`config.mk`:
```
export PLATFORM = sky130hd
export DESIGN_NAME = acfm_cell
export DESIGN_NICKNAME = d
export VERILOG_FILES = /design/src/sv/acfm_pkg.sv /design/src/sv/acfm_cell.sv
export SDC_FILE = /design/constraint.sdc
export NUM_CORES = 1
export LEC_CHECK = 0
export ABC_CLOCK_PERIOD_IN_PS = 6150
export BUFFER_PORTS_ARGS = -buffer_cell sky130_fd_sc_hd__buf_2
export CORE_UTILIZATION = 40
export CTS_BUF_LIST = sky130_fd_sc_hd__clkbuf_8
export DETAILED_ROUTE_END_ITERATION = 8
export PLACE_DENSITY_LB_ADDON = 0.2
export SYNTH_ARGS = -nofsm -noshare
export SYNTH_HDL_FRONTEND = slang
export SYNTH_SLANG_ARGS = --single-unit
```
`constraint.sdc`:
```
create_clock -name aclk -period 6.15 [get_ports aclk]
set_input_delay 1.23 -clock aclk [delete_from_list [all_inputs] [get_ports aclk]]
set_output_delay 1.23 -clock aclk [all_outputs]
set_load 0.05 [all_outputs]
```
`src/sv/acfm_pkg.sv`:
```
// acfm_pkg: shared widths, constants and the word types that travel along the
// cell chain of the adaptive cumulative frequency model.
// No dependencies.
package acfm_pkg;

    // number of coded symbols; the table has one more entry
    localparam int NUM_SYMBOLS = 257;
    localparam int TAB_LEN     = NUM_SYMBOLS + 1;

    // field widths
    localparam int TAB_W = 16;
    localparam int SYM_W = 9;
    localparam int IDX_W = $clog2(TAB_LEN);

    // compare width: room for the larger of symbol and index plus one
    localparam int CMP_W = ((IDX_W > SYM_W) ? IDX_W : SYM_W) + 1;

    // reset value of the max_total register
    localparam logic [TAB_W-1:0] MAX_TOTAL_RST = 16'd16383;

    // one word in flight along the chain, from the top cell down to cell zero
    typedef struct packed {
        logic             valid;
        logic             act;    // symbol in range, table gets updated
        logic             resc;   // this word halves all counts
        logic [SYM_W-1:0] sym;
        logic [TAB_W-1:0] acc;    // running sum of halved counts
        logic [TAB_W-1:0] hi;
        logic [TAB_W-1:0] lo;
        logic [TAB_W-1:0] tot;
    } wave_t;

    // report from cell zero when a halving pass has finished
    typedef struct packed {
        logic             valid;
        logic [TAB_W-1:0] total;
    } retire_t;

endpackage

```
`src/sv/acfm_cell.sv`:
```
// acfm_cell: one table entry of the cumulative frequency chain with its stage
// of the word pipeline. Depends on acfm_pkg.
module acfm_cell (
    input  logic                   aclk,
    input  logic                   aresetn,
    input  logic                   advance,
    input  logic [acfm_pkg::IDX_W-1:0] cell_idx,
    input  acfm_pkg::wave_t        wave_i,
    input  logic [acfm_pkg::TAB_W-1:0] below_next,
    output acfm_pkg::wave_t        wave_o,
    output logic [acfm_pkg::TAB_W-1:0] cnt_next_o
);
    import acfm_pkg::*;

    logic [TAB_W-1:0] cnt_reg, cnt_next;
    wave_t            wave_reg, wave_next;
    logic [CMP_W-1:0] sym_x, idx_x;
    logic             inc, lo_hit, hi_hit;
    logic [TAB_W-1:0] base, freq, half;
    logic [TAB_W:0]   freq_up;

    // position of this cell against the symbol of the passing word
    always_comb begin
        sym_x  = CMP_W'(wave_i.sym);
        idx_x  = CMP_W'(cell_idx);
        inc    = idx_x < sym_x;
        lo_hit = wave_i.act && (sym_x == idx_x);
        hi_hit = wave_i.act && (sym_x == idx_x + CMP_W'(1));
    end

    // halved count of the symbol between this entry and the one below
    always_comb begin
        freq    = below_next - cnt_reg;
        freq_up = {1'b0, freq} + (TAB_W+1)'(1);
        half    = freq_up[TAB_W:1];
    end

    // entry update: rebuild from the sum when halving, then count the symbol
    always_comb begin
        base     = wave_i.resc ? wave_i.acc : cnt_reg;
        cnt_next = cnt_reg;
        if (advance && wave_i.valid && wave_i.act) begin
            cnt_next = base + TAB_W'(inc);
        end
    end

    // outgoing word: captured bounds and the grown sum
    always_comb begin
        wave_next     = wave_i;
        wave_next.acc = wave_i.acc + half;
        if (lo_hit) begin
            wave_next.lo = cnt_reg;
        end
        if (hi_hit) begin
            wave_next.hi = cnt_reg;
        end
    end

    always_ff @(posedge aclk) begin
        if (!aresetn) begin
            cnt_reg  <= TAB_W'(NUM_SYMBOLS) - TAB_W'(cell_idx);
            wave_reg <= '0;
        end else if (advance) begin
            cnt_reg  <= cnt_next;
            wave_reg <= wave_next;
        end
    end

    assign wave_o     = wave_reg;
    assign cnt_next_o = cnt_next;

endmodule

```
==> results of run 1 <==
metrics by stage:
step                total power [uW]  instances  hold WS [ns]  cell area (sq um)  utilization
floorplan                       1630        804         0.646               7020            -
global placement                1890       1195         0.455               8180        0.475
detailed placement              1890       1195         0.462               8180        0.475
CTS                             2380       1211         0.488               8400        0.487
global route                    2530       1212         0.503               8470        0.491
finish                          2360       1212         0.482               8470        0.491
synth_stat cells, types with 3 or more instances:
cell type / number / area share
nor2b_1: 45 / 0.040
xnor2_1: 35 / 0.044
buf_2: 7 / 0.0050
nand2b_1: 10 / 0.0089
mux2i_1: 77 / 0.11
o21ai_0: 44 / 0.031
edfxtp_1: 16 / 0.068
clkbuf_1: 25 / 0.013
nand4_1: 7 / 0.0062
nor2_1: 28 / 0.015
nand2_1: 84 / 0.045
a32o_1: 4 / 0.0057
nor3_1: 18 / 0.013
and3_1: 9 / 0.0080
and2_1: 6 / 0.0053
a31oi_1: 9 / 0.0080
dfxtp_1: 76 / 0.22
o31ai_1: 3 / 0.0032
xor2_1: 30 / 0.037
o21a_1: 10 / 0.011
inv_1: 37 / 0.020
a211oi_1: 8 / 0.0086
nand3_1: 20 / 0.014
a21oi_1: 37 / 0.026
a22oi_1: 5 / 0.0053
ha_1: 48 / 0.086
mux2_2: 6 / 0.0096
o211a_1: 34 / 0.048
or3_1: 4 / 0.0036
a21o_1: 13 / 0.014
buf_1: 4 / 0.0021
path summary, 6_finish.rpt:
kind                                 start        endpoint  slack, ns  depth (start not counted)
worst min register to register  wave_o[46]      wave_o[46]       0.48                          1
worst min-delay path            wave_o[46]      wave_o[46]       0.48                          1
worst max register to register  cnt_reg[0]      wave_o[63]       1.14                         19
worst max-delay path            wave_i[65]  cnt_next_o[14]       0.28                         21
what timing repair did:
| item | CTS | global route |
|---|---|---|
| gates resized for setup | 0 | 20 |
| buffers inserted | 0 | 1 |
| setup endpoints to repair | 0 | 8 |
layer usage:
| layer | vias up | routed length [um] | GRT usage |
|---|---|---|---|
| met4 | 0 | 328 | 0.0612 |
| met1 | 2789 | 8730 | 0.278 |
| met2 | 152 | 8720 | 0.339 |
| met5 | - | 0 | 0 |
| met3 | 17 | 1130 | 0.0488 |
| li1 | 3229 | - | - |
power by group through the flow:
stage,Combinational [uW],Clock (uW),Sequential [uW]
finish,1150,474,737
global route,1260,516,749
global placement,1140,0,753
floorplan,687,0,946
CTS,1150,490,740
detailed placement,1140,0,753
kinds of logic after synthesis:
| logic type | Yosys count |
|---|---|
| AND/OR/NAND/NOR | 249 |
| AO/OA/AOI/OAI | 185 |
| flip-flops | 92 |
| multiplexers | 83 |
| buffers and inverters | 78 |
| XOR/XNOR | 67 |
| adder cells (fa/ha/maj) | 50 |
layout make-up:
class / instances / share of cell area
clock buffer: 9 / 0.0146
clock inverter: 7 / 0.0115
multi-input combinational: 634 / 0.559
timing repair buffer: 207 / 0.128
tap: 225 / 0.0332
inverter: 38 / 0.0168
sequential: 92 / 0.236
==> key figures, run 1 <==
Clock network
  • CTS tree: done
  • Root Driver: clkbuf_8
  • CTS Hold Buffers Added: 0
  • Max clock buf depth: 2
  • Clock Latency Late Sink: roughly 0.38 ns
  • H-tree depth: 3
  • CTS Buf Count: 9
  • Clk pin slew, worst setup/hold paths: 0.09 ns
  • Num Clock Sinks: about 90

Timing
  • Slew @ Worst Pin: 1.06 ns
  • Slew HR: 0.294
  • Achievable Freq: about 170 MHz
  • Setup slack after layout: between 0.2 and 0.3 ns
  • Final Setup Violations: 0
  • Clock skew: around 0.011 ns
  • Final hold vios: 0
  • Setup tns final: 0 ns
  • Crit share post-route: 0.955
  • Max Slew Vio Count: 0
  • Min cycle time layout: around 5.9 ns
  • RSZ-0062 raised after global routing: false

Pwr
  • P per Cell Area: roughly 280 nW/um^2
  • Combinational share of power: 0.487
  • Worst vdd ir: roughly 0.00019 V
  • P_int: 1340 uW
  • Flop pwr share: 0.312
  • Switching Share: 0.433
  • Clock share of power: 0.201
  • NetSw: about 1000 uW
  • Leak pwr: around 0.0041 uW

Job
  • Max-Cap Viols: 0

Worst setup path
  • Crit path max-delay family: compound AO/OA/AOI/OAI gates
  • CP endpoint kind: primary output
  • Cell Chain, Critical Path: buf_2, inv_1, ha_4, nor2b_1, o21a_1, o21a_1, o21a_1, o21a_1, o21a_1, o21ai_2, nand2b_1, a21oi_2, ha_2, ha_2, nand2_2, or4b_4, nor2_8, xor2_2, o21ai_1, a22oi_2, buf_6
  • Worst EP required: around 4.9 ns
  • CP peak stage delay: about 0.57 ns
  • CP most frequent cell: o21a_1
  • Worst setup SP type: input pin
  • Worst Path Buf+Inv: 3
  • Crit path DAT: about 4.6 ns
  • Critical Setup Path Class: input pin to primary output
  • CP max FO: 4
  • CP max-delay cell: or4b_4

Floorplanning
  • Die area: 18100 sq um
  • Initial Util: 0.407
  • Core Region: 17200 sq um
  • # rows: 48
  • Die width: approximately 130 um
  • Die height: about 130 um
  • Top Ports: 196

Global routing
  • Grt total ovfl: 0
  • Vias in the first global route: 5774
  • Largest net degree at the start of global routing: 83
  • First-pass GRT wire length: approximately 30 mm
  • GR Util All Layers: 0.210
  • Antenna violations before repair: 0

Finish
  • Area growth syn-to-layout: 20.6%
  • Storage element area: around 2000 sq um
  • Max reg flops: 76
  • ANT cells: 0
  • Leading cell type in the layout, fill and taps excluded: buf_2
  • Multi-input gate area: 4740 sq um
  • Fillers: between 1500 and 2000
  • Nets: 1136
  • Layout cells sized above 1: 0.253
  • Most frequent cells in the layout: buf_2, nand2_1, mux2i_1

Placed design
  • # port buffers: a little under 200
  • GPL Wtd Cong: 0.831
  • Dpl hpwl: between 10 and 15 mm
  • Pre-CTS setup slack: between 0.05 and 0.06 ns

Routing
  • DRC violations left: 0
  • Via density: 5.10
  • Via Count: about 6200
  • Drt first pass iters: 5
  • Wire length per cell: 15.6 um
  • Initial DRC count: 340
  • Final WL: between 15 and 20 mm
  • Antenna Nets Post-Route: 0

Synthesis
  • Main combinational cell family by area after synthesis: compound AO/OA/AOI/OAI gates
  • Simple-gate share of the synthesized area: 0.183
  • Register area share after synthesis: 0.285
  • Synth Register Bits: 92
  • Ys async rst share: 0
  • Synth Area in Compound Gates: 0.187
  • Post-synth EDFFs: 16
  • Post-Synthesis Cells: between 800 and 900
  • Adder-Cell Fraction of Synth Area: 0.0912
  • Post-Syn Area per Cell: slightly below 9 sq um
  • Synth warn: 0
  • Main synth FF type: dfxtp_1
  • XOR/XNOR Fraction of Synth Area: 0.0866
  • Synth Net Count: about 960
  • Netlist Area Pre-Place: between 7000 and 8000 sq um
  • Post-synth cell types: 65
  • Mux share of post-synthesis cell area: 0.119

Status
  • Status: finished, final reports clean

Hold path
  • Worst hold path class: register to register
Note: power is estimated with default switching activity, not from simulation.
==> run 2, diff against run 1 <==
--- a/config.mk
+++ b/config.mk
@@ -5,12 +5,11 @@
 export SDC_FILE = /design/constraint.sdc
 export NUM_CORES = 1
 export LEC_CHECK = 0
-export ABC_CLOCK_PERIOD_IN_PS = 6150
+export ABC_CLOCK_PERIOD_IN_PS = 7600
 export BUFFER_PORTS_ARGS = -buffer_cell sky130_fd_sc_hd__buf_2
 export CORE_UTILIZATION = 40
 export CTS_BUF_LIST = sky130_fd_sc_hd__clkbuf_8
 export DETAILED_ROUTE_END_ITERATION = 8
-export PLACE_DENSITY_LB_ADDON = 0.2
 export SYNTH_ARGS = -nofsm -noshare
 export SYNTH_HDL_FRONTEND = slang
 export SYNTH_SLANG_ARGS = --single-unit
==> constraint.sdc (replaced) <==
create_clock -name aclk -period 7.6 [get_ports aclk]
set_input_delay 1.52 -clock aclk [delete_from_list [all_inputs] [get_ports aclk]]
set_output_delay 1.52 -clock aclk [all_outputs]
set_load 0.05 [all_outputs]
==> key figures, run 2 (synthesis gave the netlist of run 1 again) <==
Job
  • Max-Cap Viols: 0 (unchanged)

Finish
  • Finished Cell Area: 8320 sq um (-1.7%)
  • Final std cells w/o fill: 1204 (-0.66%)
  • Leading cell type in the layout, fill and taps excluded: buf_2
  • Utilization after layout: 0.483 (-0.00842)
  • Area growth syn-to-layout: 18.6%
  • Max reg flops: 76 (unchanged)
  • Nets: 1128 (-0.70%)
  • Layout cells sized above 1: 0.239 (-0.0143)
  • Most frequent cells in the layout: buf_2, nand2_1, mux2i_1
  • ANT cells: 0 (unchanged)

Timing
  • RSZ-0062 raised after global routing: false
  • Setup tns final: 0 ns (unchanged)
  • Crit share post-route: 0.903
  • Max Slew Vio Count: 0 (unchanged)
  • Min cycle time layout: roughly 6.9 ns
  • Hold Slack: 0.482 ns (-0.000881 ns)
  • Final Setup Violations: 0 (unchanged)
  • Slew HR: 0.223 (-0.0715)
  • Achievable Freq: roughly 150 MHz
  • Clock skew: 0.0140 ns (+0.00261 ns)
  • Slew @ Worst Pin: 1.16 ns (+0.107 ns)
  • Final hold vios: 0 (unchanged)

Clock network
  • Post-CTS Repair Setup Buffers: 0 (unchanged)
  • Clk pin slew, worst setup/hold paths: 0.10 ns (about the same)
  • Post-CTS sizing: 0 (unchanged)
  • H-tree depth: 3 (unchanged)
  • Root Driver: clkbuf_8
  • Max clock buf depth: 2 (unchanged)
  • Clock Latency Late Sink: 0.39 ns (about the same)
  • CTS Buf Count: 9 (unchanged)
  • CTS Hold Buffers Added: 0 (unchanged)
  • Num Clock Sinks: 92 (unchanged)
  • CTS tree: done

Placed design
  • GPL Wtd Cong: 0.858 (+3.2%)
  • Post-Place Cells: 1188 (-0.59%)
  • Dpl hpwl: 14.5 mm (-0.52%)
  • Area post-placement: 8130 sq um (-0.64%)
  • # port buffers: 195 (unchanged)

Global routing
  • GR Util All Layers: 0.208 (-0.00122)
  • First-pass GRT wire length: 29.5 mm (-0.58%)
  • Antenna violations before repair: 0 (unchanged)
  • Grt total ovfl: 0 (unchanged)
  • Largest net degree at the start of global routing: 91 (+9.6%)
  • Vias in the first global route: 5839 (+1.1%)

Floorplanning
  • Die height: 134 um (unchanged)
  • Die width: 134 um (unchanged)
  • Initial Util: 0.407 (unchanged)
  • Die area: 18100 sq um (unchanged)
  • Core Region: 17200 sq um (unchanged)
  • Top Ports: 196 (unchanged)
  • # rows: 48 (unchanged)

Worst setup path
  • R2R Setup Slk: 2.66 ns (+1.52 ns)
  • Critical Setup Path Class: input pin to primary output
  • Worst setup SP type: input pin
  • Reg-to-Reg Start: cnt_reg[0]
  • CP max FO: 5 (+1)
  • CP endpoint kind: primary output
  • Critical Path Source: cell_idx[1]
  • Crit path DAT: 5.34 ns (+0.70 ns)
  • Worst EP required: 6.08 ns (+1.16 ns)

Routing
  • Wire length per cell: 15.6 um (-0.20%)
  • Antenna Nets Post-Route: 0 (unchanged)
  • DRC violations left: 0 (unchanged)
  • Final WL: 18.7 mm (-0.86%)
  • Via density: 5.21 (+2.1%)
  • Initial DRC count: 303 (-11%)
  • Via Count: 6273 (+1.4%)
  • Drt first pass iters: 5 (unchanged)

Hold path
  • Worst hold path class: register to register
  • Worst hold start: wave_o[33]

Pwr
  • Worst vdd ir: 0.0000934 V (-50%)
  • Leak pwr: 0.00408 uW (-1.4%)
  • P per Cell Area: 223 nW/um^2 (-20%)

Status
  • Status: finished, final reports clean
-- run 2: layer usage --
metal,vias to the layer above,part of all wire,GRT usage
met2,154,0.47,0.339
met3,18,0.054,0.0473
met5,-,0,0
met4,0,0.019,0.0693
li1,3205,-,-
met1,2896,0.46,0.272
-- run 2: worst paths after layout --
| check | end | cells after the start |
|---|---|---|
| worst min register to register | wave_o[33] | 1 |
| worst max register to register | wave_o[63] | 19 |
| worst max-delay path | cnt_next_o[14] | 20 |
| worst min-delay path | wave_o[33] | 1 |
-- run 2: per-stage QoR --
stage               setup WS (ns)  power (uW)
detailed placement          0.762        1530
global route                0.460        1980
CTS                         0.741        1880
finish                      0.735        1850
global placement            0.794        1530
floorplan                   0.817        1320
-- run 2: area by class of cell --
class | count | area [sq um]
Multi-Input combinational cell | 634 | 4690
Tap cell | 225 | 282
Inverter | 38 | 143
Sequential cell | 92 | 2000
Clock buffer | 9 | 124
Clock inverter | 7 | 72.6
Fill cell | 1768 | 8910
Timing Repair Buffer | 199 | 1010
-- run 2: where the power goes --
group	total, uW	internal, uW	switching, uW	leakage (uW)
logic	918	334	585	0.00319
registers	598	557	41.5	0.000797
clock network	336	128	208	0.0000962
total	1850	1020	834	0.00408
-- run 2: worst max-delay path, stage by stage --
cell and delay (ns):
buf_2 0.13, ha_1 0.30, nor2b_1 0.13, o21a_1 0.16, o21a_1 0.17, o21a_1 0.17, o21a_1 0.16, o21a_1 0.16
o21ai_0 0.14, nand2b_1 0.07, a21oi_1 0.16, ha_1 0.20, ha_1 0.25, nand2_1 0.17, or4b_4 0.63, nor2_8 0.12
xor2_2 0.13, o21ai_1 0.08, a22oi_2 0.20, buf_2 0.29
==> run 3, diff against run 2 <==
--- a/config.mk
+++ b/config.mk
@@ -5,6 +5,7 @@
 export SDC_FILE = /design/constraint.sdc
 export NUM_CORES = 1
 export LEC_CHECK = 0
+export ABC_AREA = 1
 export ABC_CLOCK_PERIOD_IN_PS = 7600
 export BUFFER_PORTS_ARGS = -buffer_cell sky130_fd_sc_hd__buf_2
 export CORE_UTILIZATION = 40
==> key figures, run 3 <==
Synthesis
  • Post-synth cell types: 48 (-26%)
  • Synth warn: 0 (unchanged)
  • Synth Register Bits: 92 (unchanged)
  • Netlist Area Pre-Place: 6980 sq um (-0.55%)
  • Top cells by area, synth: dfxtp_1, nand2_1, inv_1, ha_1, edfxtp_1
  • Ys async rst share: 0 (unchanged)
  • Synth Net Count: 1212 (+27%)
  • Post-Synthesis Cells: 1058 (+32%)
  • Top-count cell post-synth: nand2_1
  • Post-synth top area cell: dfxtp_1
  • Synth top cells by count: nand2_1, inv_1, dfxtp_1
  • Post-Syn Area per Cell: 6.60 sq um (-24%)
  • Main synth FF type: dfxtp_1
  • Post-synth EDFFs: 16 (unchanged)
  • Register area share after synthesis: 0.287 (+0.00158)
  • Area fraction of the dominant cell type after synthesis: 0.218 (+0.00120)

Clock network
  • CTS tree: done
  • CTS Hold Buffers Added: 0 (unchanged)
  • Num Clock Sinks: 92 (unchanged)
  • Post-CTS sizing: 0 (unchanged)
  • Root Driver: clkbuf_8
  • Post-CTS Repair Setup Buffers: 0 (unchanged)
  • CTS Buf Count: 9 (unchanged)
  • Max clock buf depth: 2 (unchanged)
  • H-tree depth: 3 (unchanged)
  • Clk pin slew, worst setup/hold paths: 0.10 ns (about the same)
  • Clock Latency Late Sink: 0.38 ns (about the same)

Worst setup path
  • Crit path DAT: 5.01 ns (-0.33 ns)
  • Worst EP required: 6.08 ns (about the same)
  • CP endpoint kind: primary output
  • CP max FO: 7 (+2)
  • Worst setup SP type: input pin
  • Critical Setup Path Class: input pin to primary output

Global routing
  • GR Util All Layers: 0.262 (+0.0539)
  • Grt total ovfl: 0 (unchanged)
  • First-pass GRT wire length: 36.1 mm (+22%)
  • Vias in the first global route: 6661 (+14%)
  • Antenna violations before repair: 0 (unchanged)
  • Largest net degree at the start of global routing: 46 (-49%)

Routing
  • Via density: 5.07 (-2.6%)
  • Initial DRC count: 534 (+76%)
  • Final WL: 23.2 mm (+24%)
  • Via Count: 7406 (+18%)
  • Wire length per cell: 15.9 um (+2.2%)
  • Drt first pass iters: 5 (unchanged)
  • Antenna Nets Post-Route: 0 (unchanged)
  • DRC violations left: 0 (unchanged)

Timing
  • Slew @ Worst Pin: 1.01 ns (-0.155 ns)
  • Max Slew Vio Count: 0 (unchanged)
  • Final Setup Violations: 0 (unchanged)
  • Final hold vios: 0 (unchanged)
  • Setup tns final: 0 ns (unchanged)
  • RSZ-0062 raised after global routing: false
  • Min cycle time layout: 6.53 ns (-0.336 ns)
  • Hold Slack: 0.455 ns (-0.0266 ns)
  • Slew HR: 0.325 (+0.103)
  • Clock skew: 0.0149 ns (+0.000897 ns)
  • Crit share post-route: 0.859 (-0.0442)
  • Achievable Freq: 153 MHz (+5.2%)

Floorplanning
  • Top Ports: 196 (unchanged)
  • Die width: 134 um (-0.27%)
  • Die area: 18000 sq um (-0.54%)
  • Die height: 134 um (-0.27%)
  • # rows: 47 (-2.1%)
  • Initial Util: 0.415 (+0.00781)
  • Core Region: 16800 sq um (-2.4%)

Finish
  • Max reg flops: 76 (unchanged)
  • Area growth syn-to-layout: 18.8%
  • Nets: 1389 (+23%)
  • ANT cells: 0 (unchanged)
  • Layout cells sized above 1: 0.198 (-0.0414)
  • Most frequent cells in the layout: nand2_1, buf_2, inv_1
  • Fillers: 1769 (+0.057%)
  • Leading cell type in the layout, fill and taps excluded: nand2_1

Placed design
  • Dpl hpwl: 18.2 mm (+25%)
  • # port buffers: 195 (unchanged)
  • GPL Wtd Cong: 0.869 (+1.4%)

Hold path
  • Worst hold path class: register to register

Pwr
  • Combinational share of power: 0.472 (-0.024)
  • NetSw: 801 uW (-4.0%)
  • P per Cell Area: 207 nW/um^2 (-6.8%)
  • Switching Share: 0.465 (+0.0152)
  • Leak pwr: 0.00452 uW (+11%)
  • Flop pwr share: 0.336 (+0.013)
  • Clock share of power: 0.192 (+0.011)
  • Worst vdd ir: 0.000124 V (+33%)
  • P_int: 920 uW (-9.7%)

Status
  • Status: finished, final reports clean

Job
  • Max-Cap Viols: 0 (unchanged)
run 3: worst paths after layout:
path	start	to	slack [ns]	depth (start not counted)
worst min-delay path	wave_o[33]	wave_o[33]	0.45	2
worst max-delay path	cell_idx[2]	cnt_next_o[10]	1.07	23
worst max register to register	cnt_reg[0]	wave_o[63]	3.42	23
worst min register to register	wave_o[33]	wave_o[33]	0.45	2
run 3: cell families (layout without fill, tap and decap cells):
kind of cell | count (synthesis) | in the layout | share of synthesized area
flops | 92 | 92 | 0.287
compound gates | 172 | 172 | 0.150
simple gates | 502 | 502 | 0.314
fa+ha+maj | 50 | 50 | 0.0918
buf+inv | 212 | 394 | 0.120
xor+xnor | 30 | 30 | 0.0376
run 3: power by group through the flow:
stage	Combinational [uW]	Clock, uW	Sequential (uW)
floorplan	468	0	709
finish	813	330	577
global placement	802	0	587
CTS	810	344	578
detailed placement	805	0	588
global route	898	358	582
run 3: area by class of cell:
cell class	count	area (sq um)	share of cell area
Clock buffer	10	138	0.0166
Sequential cell	92	2000	0.241
Clock inverter	6	50.0	0.00603
Tap cell	220	275	0.0332
Multi-Input combinational cell	754	4150	0.501
Timing Repair Buffer	199	1010	0.121
Inverter	179	672	0.0810
run 3: per-layer routing:
metal  track usage  vias up  part of all wire
met2         0.417      269              0.44
met4        0.0861        0             0.027
met5             0        -                 0
met1         0.362     3317              0.47
li1              -     3789                 -
met3        0.0408       31             0.069
run 3: worst max-delay path, cell delays in order:
cell	delay (ns)
buf_2	0.15
ha_1	0.32
nand2_1	0.09
nor2_1	0.05
a211oi_1	0.22
o21ai_0	0.13
nand3_1	0.09
a21oi_1	0.06
a211oi_1	0.41
ha_1	0.26
ha_1	0.17
nand2_1	0.09
nor2_2	0.14
nand2_1	0.10
nor2_2	0.17
nand2_1	0.10
nor2_2	0.13
nand3_1	0.11
nand2_1	0.08
inv_1	0.04
o21ai_1	0.13
and2_1	0.17
buf_2	0.27
run 3: through the flow:
stage | total power [uW] | instance area [sq um] | utilization | setup slack, ns | instances
finish | 1720 | 8290 | 0.493 | 1.07 | 1460
floorplan | 1180 | 6980 | - | 1.79 | 1058
CTS | 1730 | 8290 | 0.493 | 1.09 | 1460
global placement | 1390 | 8110 | 0.482 | 1.19 | 1444
detailed placement | 1390 | 8110 | 0.482 | 1.12 | 1444
global route | 1840 | 8290 | 0.493 | 0.740 | 1460
